**src/rtl/core/fixed_step_tick_frame_pacer_macros.svh**
```systemverilog
// Assertion macros shared by the pacer RTL.
// Depends on the asserting module having i_clk and i_rst_n ports.
`ifndef FIXED_STEP_TICK_FRAME_PACER_MACROS_SVH
`define FIXED_STEP_TICK_FRAME_PACER_MACROS_SVH

// Condition holds at every clock edge outside reset
`define FSTP_ASSERT_ALWAYS(label, cond, msg) \
    label: assert property (@(posedge i_clk) disable iff (!i_rst_n) (cond)) \
        else $error(msg);

// Antecedent implies consequent in the same cycle
`define FSTP_ASSERT_IMPLIES(label, ante, cons, msg) \
    label: assert property (@(posedge i_clk) disable iff (!i_rst_n) (ante) |-> (cons)) \
        else $error(msg);

`endif

```
**src/rtl/core/fstp_pkg.sv**
```systemverilog
// Shared types and constants for the fixed-step tick/frame pacer.
// No dependencies.
package fstp_pkg;

    // Width of a whole-millisecond value and of the config registers
    localparam int MS_W = 32;

    // Result kinds
    typedef enum logic [1:0] {
        KIND_TICK  = 2'd0,
        KIND_FRAME = 2'd1,
        KIND_IDLE  = 2'd2
    } t_kind;

    // Config register indexes
    typedef enum logic [1:0] {
        CFG_TICK_LEN  = 2'd0,
        CFG_FRAME_LEN = 2'd1,
        CFG_MAX_DELTA = 2'd2,
        CFG_SKIP_EN   = 2'd3
    } t_cfg_idx;

    // Input opcodes
    localparam logic OP_START = 1'b0;
    localparam logic OP_STEP  = 1'b1;

    // Register reset values (ms, 16 fraction bits)
    localparam logic [MS_W-1:0] TICK_LEN_RST  = 32'd1092267;
    localparam logic [MS_W-1:0] FRAME_LEN_RST = 32'd1092267;
    localparam logic [MS_W-1:0] MAX_DELTA_RST = 32'd16384000;
    localparam logic            SKIP_EN_RST   = 1'b1;

endpackage

```
**src/rtl/core/fstp_rem.sv**
```systemverilog
// Bit-serial restoring remainder unit: dividend mod divisor, one bit a cycle.
// Depends on fstp_pkg and fixed_step_tick_frame_pacer_macros.svh.
`include "fixed_step_tick_frame_pacer_macros.svh"

module fstp_rem
    import fstp_pkg::*;
#(
    parameter int TW = 48
) (
    input  logic            i_clk,
    input  logic            i_rst_n,
    input  logic            i_start,
    input  logic [TW-1:0]   i_dividend,
    input  logic [MS_W-1:0] i_divisor,
    output logic            o_done,
    output logic [MS_W-1:0] o_rem
);

    localparam int CW = $clog2(TW + 1);

    logic            r_busy;
    logic            r_done;
    logic [CW-1:0]   r_cnt;
    logic [TW-1:0]   r_shift;
    logic [MS_W-1:0] r_rem;
    logic [MS_W-1:0] r_div;

    // partial remainder with the next dividend bit shifted in
    logic [MS_W:0] trial;
    logic [MS_W:0] trial_sub;
    logic          trial_ge;

    assign trial     = {r_rem, r_shift[TW-1]};
    assign trial_sub = trial - {1'b0, r_div};
    assign trial_ge  = (trial >= {1'b0, r_div});

    // one quotient bit per cycle, only the remainder is kept
    always_ff @(posedge i_clk) begin
        if (!i_rst_n) begin
            r_busy <= 1'b0;
            r_done <= 1'b0;
            r_cnt  <= '0;
        end else begin
            r_done <= 1'b0;
            if (i_start) begin
                r_shift <= i_dividend;
                r_rem   <= '0;
                r_div   <= i_divisor;
                r_cnt   <= CW'(TW);
                r_busy  <= 1'b1;
            end else if (r_busy) begin
                r_shift <= r_shift << 1;
                r_rem   <= trial_ge ? trial_sub[MS_W-1:0] : trial[MS_W-1:0];
                r_cnt   <= r_cnt - 1'b1;
                if (r_cnt == CW'(1)) begin
                    r_busy <= 1'b0;
                    r_done <= 1'b1;
                end
            end
        end
    end

    assign o_done = r_done;
    assign o_rem  = r_rem;

    `FSTP_ASSERT_IMPLIES(a_rem_below_div, r_busy, r_rem < r_div, "remainder reached divisor")
    `FSTP_ASSERT_IMPLIES(a_done_not_busy, r_done, !r_busy, "done raised while still busy")

endmodule

```
**src/rtl/core/fixed_step_tick_frame_pacer.sv**
```systemverilog
// Fixed-step tick and frame pacer, top level.
// Depends on fstp_pkg, fstp_rem and fixed_step_tick_frame_pacer_macros.svh.
//
// Usage:
//   Input channel (i_in_valid / o_in_stall) carries op and now_ms. A start
//   transaction loads last-event, next-tick and next-frame times from now and
//   produces no result. A step transaction produces one or more results on the
//   output channel (o_out_valid / i_out_stall); the final one carries o_last.
//   Step sequence: gap clamp and overdue check, then, when overdue frames are
//   skipped, the bit-serial remainder unit (one bit a cycle), then the tick
//   loop, a closing check (which may render a frame) and the hand-off of the
//   final result. The remainder unit and the tick loop set the cost.
//   Results go through a one-entry hold stage and an output register; a stall
//   on the output side holds the sequencer wherever it must pass a result on,
//   until the result is taken.
//   Reset clears the last-event, next-tick and next-frame times to zero, loads
//   the config defaults and drops any pending result. Config writes are taken
//   whenever i_cfg_we is high.
`include "fixed_step_tick_frame_pacer_macros.svh"

module fixed_step_tick_frame_pacer
    import fstp_pkg::*;
#(
    parameter int FRAC_BITS = 16,
    parameter int MAX_TICKS = 63
) (
    input  logic                    i_clk,
    input  logic                    i_rst_n,
    // config write port
    input  logic                    i_cfg_we,
    input  logic [1:0]              i_cfg_idx,
    input  logic [MS_W-1:0]         i_cfg_data,
    // input channel
    input  logic                    i_in_valid,
    output logic                    o_in_stall,
    input  logic                    i_op,
    input  logic [MS_W-1:0]         i_now_ms,
    // output channel
    output logic                    o_out_valid,
    input  logic                    i_out_stall,
    output logic [1:0]              o_kind,
    output logic [MS_W+FRAC_BITS-1:0] o_event_time,
    output logic                    o_frame_follows,
    output logic                    o_capped,
    output logic [MS_W-1:0]         o_wake_ms,
    output logic                    o_last
);

    localparam int TW    = MS_W + FRAC_BITS;
    localparam int TW1   = TW + 1;
    localparam int CNT_W = $clog2(MAX_TICKS + 1);

    typedef struct packed {
        t_kind           kind;
        logic [TW-1:0]   evt;
        logic            ff;
        logic            capped;
        logic [MS_W-1:0] wake;
        logic            last;
    } t_res;

    typedef enum logic [3:0] {
        S_IDLE,
        S_GAP,
        S_CLAMP,
        S_SHIFT,
        S_DIST,
        S_CHECK,
        S_DIV,
        S_SKIP,
        S_EVAL,
        S_TICK,
        S_FRAME,
        S_FRAME_EVAL,
        S_FLUSH
    } t_state;

    // config registers
    logic [MS_W-1:0] r_tick_len;
    logic [MS_W-1:0] r_frame_len;
    logic [MS_W-1:0] r_max_delta;
    logic            r_skip_en;

    // pacing state
    logic [TW-1:0]   r_let;
    logic [TW-1:0]   r_ntt;
    logic [TW-1:0]   r_nft;
    logic [TW-1:0]   r_now;
    logic [TW-1:0]   r_acc;
    logic            r_do;

    // sequencer
    t_state          r_state;
    logic [CNT_W-1:0] r_cnt;
    logic            r_tk;
    logic            r_cap;
    t_res            r_pend;
    logic            r_pend_v;
    t_res            r_out;
    logic            r_out_v;

    // remainder unit
    logic            div_start;
    logic            div_done;
    logic [MS_W-1:0] div_rem;

    logic            in_acc;
    logic            slot_free;
    logic [TW-1:0]   now_ext;
    logic [TW1-1:0]  clamp_diff;
    logic            clamp_hit;
    logic            skip_hit;
    logic [TW-1:0]   nft_m_ntt;
    logic [TW-1:0]   ntt_m_nft;
    logic [TW-1:0]   now_m_ntt;
    logic [TW-1:0]   now_m_nft;
    logic            fbt;
    logic            tick_past;
    logic            eq;
    logic            tick_due;
    logic            frame_due;
    logic [MS_W-1:0] wake_ms;
    logic            cnt_full;
    logic [TW-1:0]   tick_sum;
    logic [TW-1:0]   frame_sum;

    assign in_acc    = i_in_valid && (r_state == S_IDLE);
    assign slot_free = !r_out_v || !i_out_stall;
    assign now_ext   = TW'(i_now_ms) << FRAC_BITS;

    // gap clamp: gap above max_delta (gap taken as signed)
    assign clamp_diff = {1'b0, r_acc} - TW1'(r_max_delta);
    assign clamp_hit  = !r_acc[TW-1] && !clamp_diff[TW] && (clamp_diff[TW-1:0] != '0);

    // skip when at least two frame lengths overdue
    assign skip_hit = r_skip_en && (r_frame_len != '0) && !r_acc[TW-1] &&
                      ({1'b0, r_acc} >= TW1'({r_frame_len, 1'b0}));

    // wrap-aware ordering of the deadlines against each other and now
    assign nft_m_ntt = r_nft - r_ntt;
    assign ntt_m_nft = r_ntt - r_nft;
    assign now_m_ntt = r_now - r_ntt;
    assign now_m_nft = r_now - r_nft;
    assign fbt       = nft_m_ntt[TW-1];
    assign eq        = (r_nft == r_ntt);
    // next tick strictly later than the frame deadline
    assign tick_past = !ntt_m_nft[TW-1] && !eq;
    assign tick_due  = !fbt && !now_m_ntt[TW-1];
    assign frame_due = fbt ? !now_m_nft[TW-1] : (!now_m_ntt[TW-1] && eq);
    assign wake_ms   = fbt ? r_nft[FRAC_BITS +: MS_W] : r_ntt[FRAC_BITS +: MS_W];
    assign cnt_full  = (r_cnt == CNT_W'(MAX_TICKS));

    assign tick_sum  = r_ntt + TW'(r_tick_len);
    assign frame_sum = r_nft + TW'(r_frame_len);

    assign div_start = (r_state == S_CHECK) && skip_hit;

    fstp_rem #(
        .TW (TW)
    ) u_rem (
        .i_clk      (i_clk),
        .i_rst_n    (i_rst_n),
        .i_start    (div_start),
        .i_dividend (r_acc),
        .i_divisor  (r_frame_len),
        .o_done     (div_done),
        .o_rem      (div_rem)
    );

    // sequencer, pacing state and result registers
    always_ff @(posedge i_clk) begin
        if (!i_rst_n) begin
            r_state     <= S_IDLE;
            r_tick_len  <= TICK_LEN_RST;
            r_frame_len <= FRAME_LEN_RST;
            r_max_delta <= MAX_DELTA_RST;
            r_skip_en   <= SKIP_EN_RST;
            r_let       <= '0;
            r_ntt       <= '0;
            r_nft       <= '0;
            r_cnt       <= '0;
            r_tk        <= 1'b0;
            r_cap       <= 1'b0;
            r_pend_v    <= 1'b0;
            r_out_v     <= 1'b0;
        end else begin
            // config writes
            if (i_cfg_we) begin
                case (i_cfg_idx)
                    CFG_TICK_LEN:  r_tick_len  <= i_cfg_data;
                    CFG_FRAME_LEN: r_frame_len <= i_cfg_data;
                    CFG_MAX_DELTA: r_max_delta <= i_cfg_data;
                    CFG_SKIP_EN:   r_skip_en   <= i_cfg_data[0];
                    default:       r_skip_en   <= r_skip_en;
                endcase
            end

            // output taken
            if (r_out_v && !i_out_stall) begin
                r_out_v <= 1'b0;
            end

            case (r_state)
                S_IDLE: begin
                    if (in_acc) begin
                        if (i_op == OP_START) begin
                            r_let <= now_ext;
                            r_ntt <= now_ext;
                            r_nft <= now_ext;
                        end else begin
                            r_now   <= now_ext;
                            r_cnt   <= '0;
                            r_tk    <= 1'b0;
                            r_cap   <= 1'b0;
                            r_state <= S_GAP;
                        end
                    end
                end
                S_GAP: begin
                    r_acc   <= r_now - r_let;
                    r_state <= S_CLAMP;
                end
                S_CLAMP: begin
                    r_acc   <= clamp_diff[TW-1:0];
                    r_do    <= clamp_hit;
                    r_state <= S_SHIFT;
                end
                S_SHIFT: begin
                    if (r_do) begin
                        r_ntt <= r_ntt + r_acc;
                        r_nft <= r_nft + r_acc;
                    end
                    r_state <= S_DIST;
                end
                S_DIST: begin
                    r_acc   <= r_now - r_nft;
                    r_state <= S_CHECK;
                end
                S_CHECK: begin
                    r_state <= skip_hit ? S_DIV : S_EVAL;
                end
                S_DIV: begin
                    if (div_done) begin
                        r_state <= S_SKIP;
                    end
                end
                S_SKIP: begin
                    // advance by whole frames: lands at now minus the remainder
                    r_nft   <= r_now - TW'(div_rem);
                    r_state <= S_EVAL;
                end
                S_EVAL: begin
                    if (!(r_tk && r_pend_v && !slot_free)) begin
                        if (r_tk) begin
                            // older tick is not the final one
                            if (r_pend_v) begin
                                r_out        <= r_pend;
                                r_out.last   <= 1'b0;
                                r_out.capped <= 1'b0;
                                r_out_v      <= 1'b1;
                            end
                            r_pend.kind   <= KIND_TICK;
                            r_pend.evt    <= r_let;
                            r_pend.ff     <= tick_past;
                            r_pend.capped <= 1'b0;
                            r_pend.wake   <= wake_ms;
                            r_pend.last   <= 1'b0;
                            r_pend_v      <= 1'b1;
                            r_tk          <= 1'b0;
                        end
                        if (tick_due && !cnt_full) begin
                            r_state <= S_TICK;
                        end else if (tick_due) begin
                            r_cap   <= 1'b1;
                            r_state <= S_FLUSH;
                        end else if (frame_due) begin
                            r_state <= S_FRAME;
                        end else begin
                            if (r_cnt == '0) begin
                                r_pend.kind   <= KIND_IDLE;
                                r_pend.evt    <= r_let;
                                r_pend.ff     <= 1'b0;
                                r_pend.capped <= 1'b0;
                                r_pend.wake   <= wake_ms;
                                r_pend.last   <= 1'b0;
                                r_pend_v      <= 1'b1;
                            end
                            r_state <= S_FLUSH;
                        end
                    end
                end
                S_TICK: begin
                    r_ntt   <= tick_sum;
                    r_let   <= tick_sum;
                    r_cnt   <= r_cnt + 1'b1;
                    r_tk    <= 1'b1;
                    r_state <= S_EVAL;
                end
                S_FRAME: begin
                    r_nft   <= frame_sum;
                    r_let   <= frame_sum;
                    r_state <= S_FRAME_EVAL;
                end
                S_FRAME_EVAL: begin
                    if (!(r_pend_v && !slot_free)) begin
                        if (r_pend_v) begin
                            r_out        <= r_pend;
                            r_out.last   <= 1'b0;
                            r_out.capped <= 1'b0;
                            r_out_v      <= 1'b1;
                        end
                        r_pend.kind   <= KIND_FRAME;
                        r_pend.evt    <= r_let;
                        r_pend.ff     <= 1'b0;
                        r_pend.capped <= 1'b0;
                        r_pend.wake   <= wake_ms;
                        r_pend.last   <= 1'b0;
                        r_pend_v      <= 1'b1;
                        r_state       <= S_FLUSH;
                    end
                end
                S_FLUSH: begin
                    if (slot_free) begin
                        r_out        <= r_pend;
                        r_out.last   <= 1'b1;
                        r_out.capped <= r_cap;
                        r_out_v      <= 1'b1;
                        r_pend_v     <= 1'b0;
                        r_state      <= S_IDLE;
                    end
                end
                default: begin
                    r_state <= S_IDLE;
                end
            endcase
        end
    end

    assign o_in_stall      = (r_state != S_IDLE);
    assign o_out_valid     = r_out_v;
    assign o_kind          = r_out.kind;
    assign o_event_time    = r_out.evt;
    assign o_frame_follows = r_out.ff;
    assign o_capped        = r_out.capped;
    assign o_wake_ms       = r_out.wake;
    assign o_last          = r_out.last;

    `FSTP_ASSERT_IMPLIES(a_idle_no_pend, r_state == S_IDLE, !r_pend_v, "held result left behind")
    `FSTP_ASSERT_ALWAYS(a_cnt_bound, r_cnt <= CNT_W'(MAX_TICKS), "tick count above limit")
    `FSTP_ASSERT_IMPLIES(a_cap_final_tick, r_out_v && r_out.capped,
        r_out.last && (r_out.kind == KIND_TICK), "capped flag on non-final or non-tick result")

endmodule
```
**config.mk**
```make
export PLATFORM = sky130hd
export DESIGN_NAME = fixed_step_tick_frame_pacer
export DESIGN_NICKNAME = d
export VERILOG_FILES = /design/src/rtl/core/fstp_pkg.sv /design/src/rtl/core/fstp_rem.sv /design/src/rtl/core/fixed_step_tick_frame_pacer.sv
export VERILOG_INCLUDE_DIRS = /design/src /design/src/rtl/core
export SDC_FILE = /design/constraint.sdc
export NUM_CORES = 2
export LEC_CHECK = 0
export ABC_AREA = 1
export BUFFER_PORTS_ARGS = -buffer_cell sky130_fd_sc_hd__buf_4
export CAP_MARGIN = 25
export CORE_ASPECT_RATIO = 1.75
export CORE_MARGIN = 1.5
export CORE_UTILIZATION = 55
export DETAILED_ROUTE_END_ITERATION = 10
export PLACE_DENSITY = 0.72
export SYNTH_ARGS = -nofsm -noshare
export SYNTH_HDL_FRONTEND = slang
export SYNTH_SLANG_ARGS = --single-unit
```
**constraint.sdc**
```tcl
create_clock -name i_clk -period 13.1 [get_ports i_clk]
set_clock_uncertainty 0.1 [all_clocks]
set_input_delay 1.965 -clock i_clk [delete_from_list [all_inputs] [get_ports i_clk]]
set_output_delay 1.965 -clock i_clk [all_outputs]
set_load 0.02 [all_outputs]
```
==> qor.csv, run 1 <==
stage,metric,value,unit
place,post-DP HPWL,250000,um
synth,yosys warns,0,
cts,post_cts resized,0,
cts,Max Buffers Root-to-Sink,3,
synth,sequential area share after synthesis,0.286,
floorplan,die width,245,um
synth,register bit count reported by yosys,624,
cts,hold_buf cts,0,
cts,post-CTS setup buffer count,0,
floorplan,# rows,155,
synth,ys async rst share,0,
global_route,grt total ovfl,44,
floorplan,Starting Density,0.553,
floorplan,DIE HEIGHT,426,um
place,GP Congestion,1.21,
place,IO Port Bufs,158,
synth,"EDFF count, synth",361,
synth,dominant register cell in the synthesized netlist,edfxtp_1,
global_route,global-route wire length before repair,485000,um
global_route,total track usage,0.647,
synth,syn_nets,9435,
cts,clk sinks,624,
global_route,largest net degree at the start of global routing,93,
cts,Num CTS Buffers,59,
cts,root buffer cell,clkbuf_16,
synth,Post-Synthesis Cells,8893,
global_route,vias in the first global route,64957,
outcome,status,did not finish,
place,dpl ws,7.98,ns
floorplan,top-level I/O count,159,
cts,H-tree depth,2,
synth,Avg Synthesized Cell Area,6.33,sq um
outcome,Run Error,[ERROR GRT-0116] Global routing finished with congestion. Check the congestion regions in the DRC Viewer.,
place,placed cells,10312,
synth,count of cell types in the netlist,54,
outcome,Exit stage,global routing,
synth,Post-Syn Area,56300,sq um
[cell usage after synthesis, types with 29 or more instances]
cell type,n,area [sq um]
nand2_1,2530,9500
inv_1,1384,5190
nor2_1,995,3730
a21oi_1,741,3710
nand3_1,627,3140
o21ai_0,478,2390
ha_1,464,5810
edfxtp_1,361,10800
dfxtp_1,263,5270
nand4_1,130,813
clkbuf_1,121,454
nor3_1,106,531
o211ai_1,73,548
o21ai_1,71,355
or2_2,59,369
o21bai_1,58,435
xor2_1,56,490
a31oi_1,41,257
a21o_1,31,233
buf_2,30,150
nor4_1,30,188
xnor2_1,29,254
[kinds of logic after synthesis]
logic type	Yosys count	synth area share
xor gates and xnor gates	85	0.0132
adders and majority gates	470	0.105
buffers and inverters	1585	0.108
DFF	624	0.286
and+or+nand+nor	4547	0.334
AOI/OAI and AO/OA	1582	0.154
[stage by stage]
stage | utilization | hold slack, ns | instance area (sq um)
after detailed placement | 0.583 | 0.362 | 59300
after floorplan | - | 0.335 | 56300
after CTS | 0.602 | 0.372 | 61300
after global placement | 0.582 | 0.345 | 59300
[layer usage]
layer,overflow,GRT usage
met1,1,0.688
met2,24,0.866
met3,0,0.374
met4,19,0.645
met5,0,0.0458
==> run 2, diff against run 1 <==
Settings changed: CORE_ASPECT_RATIO 1.75 to unset, CORE_UTILIZATION 55 to 40, PLACE_DENSITY 0.72 to unset, PLACE_DENSITY_LB_ADDON set to 0.15.
==> qor.csv, run 2 <==
stage,metric,value,unit
cells_and_area,"commonest cells after routing, fill and taps aside","2528 x nand2_1, 1381 x inv_1, 984 x nor2_1",
place,post-DP HPWL,286000,um
floorplan,die area,143000,sq um
cells_and_area,share of cells above drive strength 1,0.0591,
cts,Max Buffers Root-to-Sink,3,
synth,sequential area share after synthesis,0.286,
cts,root buffer cell,clkbuf_16,
sta,worst setup margin,7.79,ns
synth,Avg Synthesized Cell Area,6.33,sq um
cells_and_area,Fill cells,14927,
cells_and_area,nets@finish,9599,
sta,fin crit share,0.405,
routing,# DRC,0,
setup_path,worst-path cell chain,"inv_1, ha_1, nand2_1, nand2_1, nand2_1, nand2_1, nand2_1, nand2_1, a21oi_1, nand3_2, nand2_1, nand2_2, nand2_1, nand3b_4, nand3_4, buf_4, nand2_1, o21ai_1",
setup_path,r2r setup slk,7.79,ns
synth,adder-cell share of the synthesized area,0.105,
synth,top post-synthesis cells by area,"edfxtp_1 19%, nand2_1 17%, ha_1 10%",
cts,TritonCTS clock tree,done,
setup_path,CP max FO,96,
synth,area share of and/or/nand/nor cells after synthesis,0.334,
routing,DR pass1 iterations,6,
setup_path,WP data required,13.56,ns
synth,Post-Synthesis Cells,8893,
sta,Max Freq,0.188,GHz
synth,count of cell types in the netlist,54,
floorplan,DIE HEIGHT,378,um
floorplan,# rows,137,
global_route,vias in the first global route,60856,
global_route,total track usage,0.473,
global_route,met2 usage in global routing,0.678,
cts,post-CTS setup buffer count,0,
routing,DRT iter0 DRCs,9224,
cells_and_area,number of flip-flops in the largest register,83,
cts,Num CTS Buffers,81,
cts,clk sinks,624,
cts,worst skew pair latency,0.74,ns
global_route,global-route wire length before repair,469000,um
floorplan,area of the core,140000,sq um
global_route,largest net degree at the start of global routing,100,
synth,"EDFF count, synth",361,
synth,post-synthesis mux area share,0,
place,dpl ws,8.03,ns
place,GP Congestion,1.22,
routing,mean number of vias per cell,5.95,
run,# Max-Cap Violations,0,
power,Power per Cell Area,114,nW/um^2
synth,yosys warns,0,
floorplan,die width,378,um
synth,Synth Area in XOR/XNOR,0.0132,
sta,"Setup violations, final",0,
routing,total detailed-routing wirelength,346000,um
setup_path,Critical-path top delay cell,buf_4,
routing,wire per inst,31.4,um
setup_path,Crit Path Class,flip-flop to flip-flop,
global_route,grt total ovfl,0,
global_route,initial antenna violation count,40,
floorplan,Starting Density,0.403,
global_route,gr busiest metal,met2,
synth,ys async rst share,0,
sta,slew at the pin closest to its max-slew limit,1.17,ns
synth,list of most frequent post-synthesis cells,"2530 x nand2_1, 1384 x inv_1, 995 x nor2_1",
cells_and_area,Area Growth Syn to Fin,11.3,%
sta,final hold violation count,0,
sta,Rel. slew slack,0.214,
setup_path,most frequent CP cell,nand2_1,
synth,most common cell in the netlist,nand2_1,
global_route,M3 GR Usage,0.156,
synth,largest area contributor in the netlist,edfxtp_1,
routing,ANT nets after route,0,
global_route,GRT met1 Usage,0.572,
synth,top-area cell type share of the netlist area,0.192,
sta,hold slack final,0.365,ns
sta,RSZ-0062 raised after global routing,no,
synth,syn_nets,9435,
sta,min cycle time layout,5.31,ns
cts,H-tree depth,3,
synth,dominant register cell in the synthesized netlist,edfxtp_1,
outcome,status,"finished, final reports clean",
setup_path,Max stage delay on crit path,0.86,ns
cts,hold_buf cts,0,
setup_path,CP arrival,5.77,ns
cells_and_area,"leading cell type in the layout, fill and taps excluded",nand2_1,
power,static leakage,29.8,nW
setup_path,startpoint types,flip-flop,
cts,"CTS clk-pin slew, worst paths",0.07,ns
synth,combinational family with the most area after synthesis,simple AND/OR/NAND/NOR gates,
routing,detailed-route via count,65512,
hold_path,Hold Crit Class,flip-flop to flip-flop,
synth,Post-Syn Area,56300,sq um
cts,post_cts resized,0,
setup_path,endpoint type of the worst setup path,flip-flop,
place,IO Port Bufs,158,
sta,"Slew Viols, Final",0,
synth,Synth Area in Compound Gates,0.154,
cells_and_area,largest reg by FF count,r_pend,
power,Worst VDD drop,124,uV
sta,Final TNS setup,0,ns
synth,register bit count reported by yosys,624,
floorplan,top-level I/O count,159,
[run 2: cell counts after synthesis]
Identical to the previous run, type by type.
[run 2: kinds of logic after synthesis]
kind of cell | Yosys count
simple gates | 4547
compound gates | 1582
buf+inv | 1585
fa+ha+maj | 470
flops | 624
xor+xnor | 85
[run 2: per-stage QoR]
step | cell area (sq um) | power, mW | std cells | util
floorplan | 56300 | 3.75 | 8893 | -
global placement | 59900 | 4.73 | 10842 | 0.429
detailed placement | 60000 | 4.72 | 10848 | 0.429
CTS | 62700 | 7.05 | 10998 | 0.449
global route | 62700 | 7.38 | 11000 | 0.449
finish | 62700 | 7.18 | 11017 | 0.449
[run 2: layout make-up]
| type | instances | area (sq um) | share of cell area |
|---|---|---|---|
| sequential | 624 | 16100 | 0.257 |
| clock buffer | 107 | 2200 | 0.0351 |
| tap | 1876 | 2350 | 0.0374 |
| clock inverter | 43 | 485 | 0.00774 |
| timing repair buffer | 261 | 2000 | 0.0320 |
| multi-input combinational | 6684 | 34300 | 0.546 |
| antenna | 17 | 42.5 | 0.000678 |
| inverter | 1405 | 5280 | 0.0841 |
[run 2: worst paths after layout]
path                                       from         endpoint  cells after the start
worst max register to register        r_ntt[32]       r_pend[17]                     18
worst min-delay path            r_max_delta[15]  r_max_delta[15]                      2
worst max-delay path                  r_ntt[32]       r_pend[17]                     18
worst min register to register  r_max_delta[15]  r_max_delta[15]                      2
[run 2: routing by layer]
metal,part of all wire,up-vias
met4,0.099,22
met3,0.12,1147
met2,0.40,4157
met1,0.38,30764
li1,-,29422
met5,0.00054,-
[run 2: power by group]
group          switching, mW  leakage, nW  internal (mW)  total, mW
clock                   1.05         1.31           1.31       2.35
sequential             0.191         5.65           2.19       2.38
combinational           1.80         22.9          0.642       2.45
[run 2: worst max-delay path: cells and delay by family, from the launching register on]
kind,cells,cell delay [ns]
adders and majority gates,1,0.39
and+or+nand+nor,13,2.15
AOI/OAI and AO/OA,2,0.69
buffers and inverters,2,1.06
DFF,1,0.56
No activity file was read; power rests on OpenSTA's default activity.
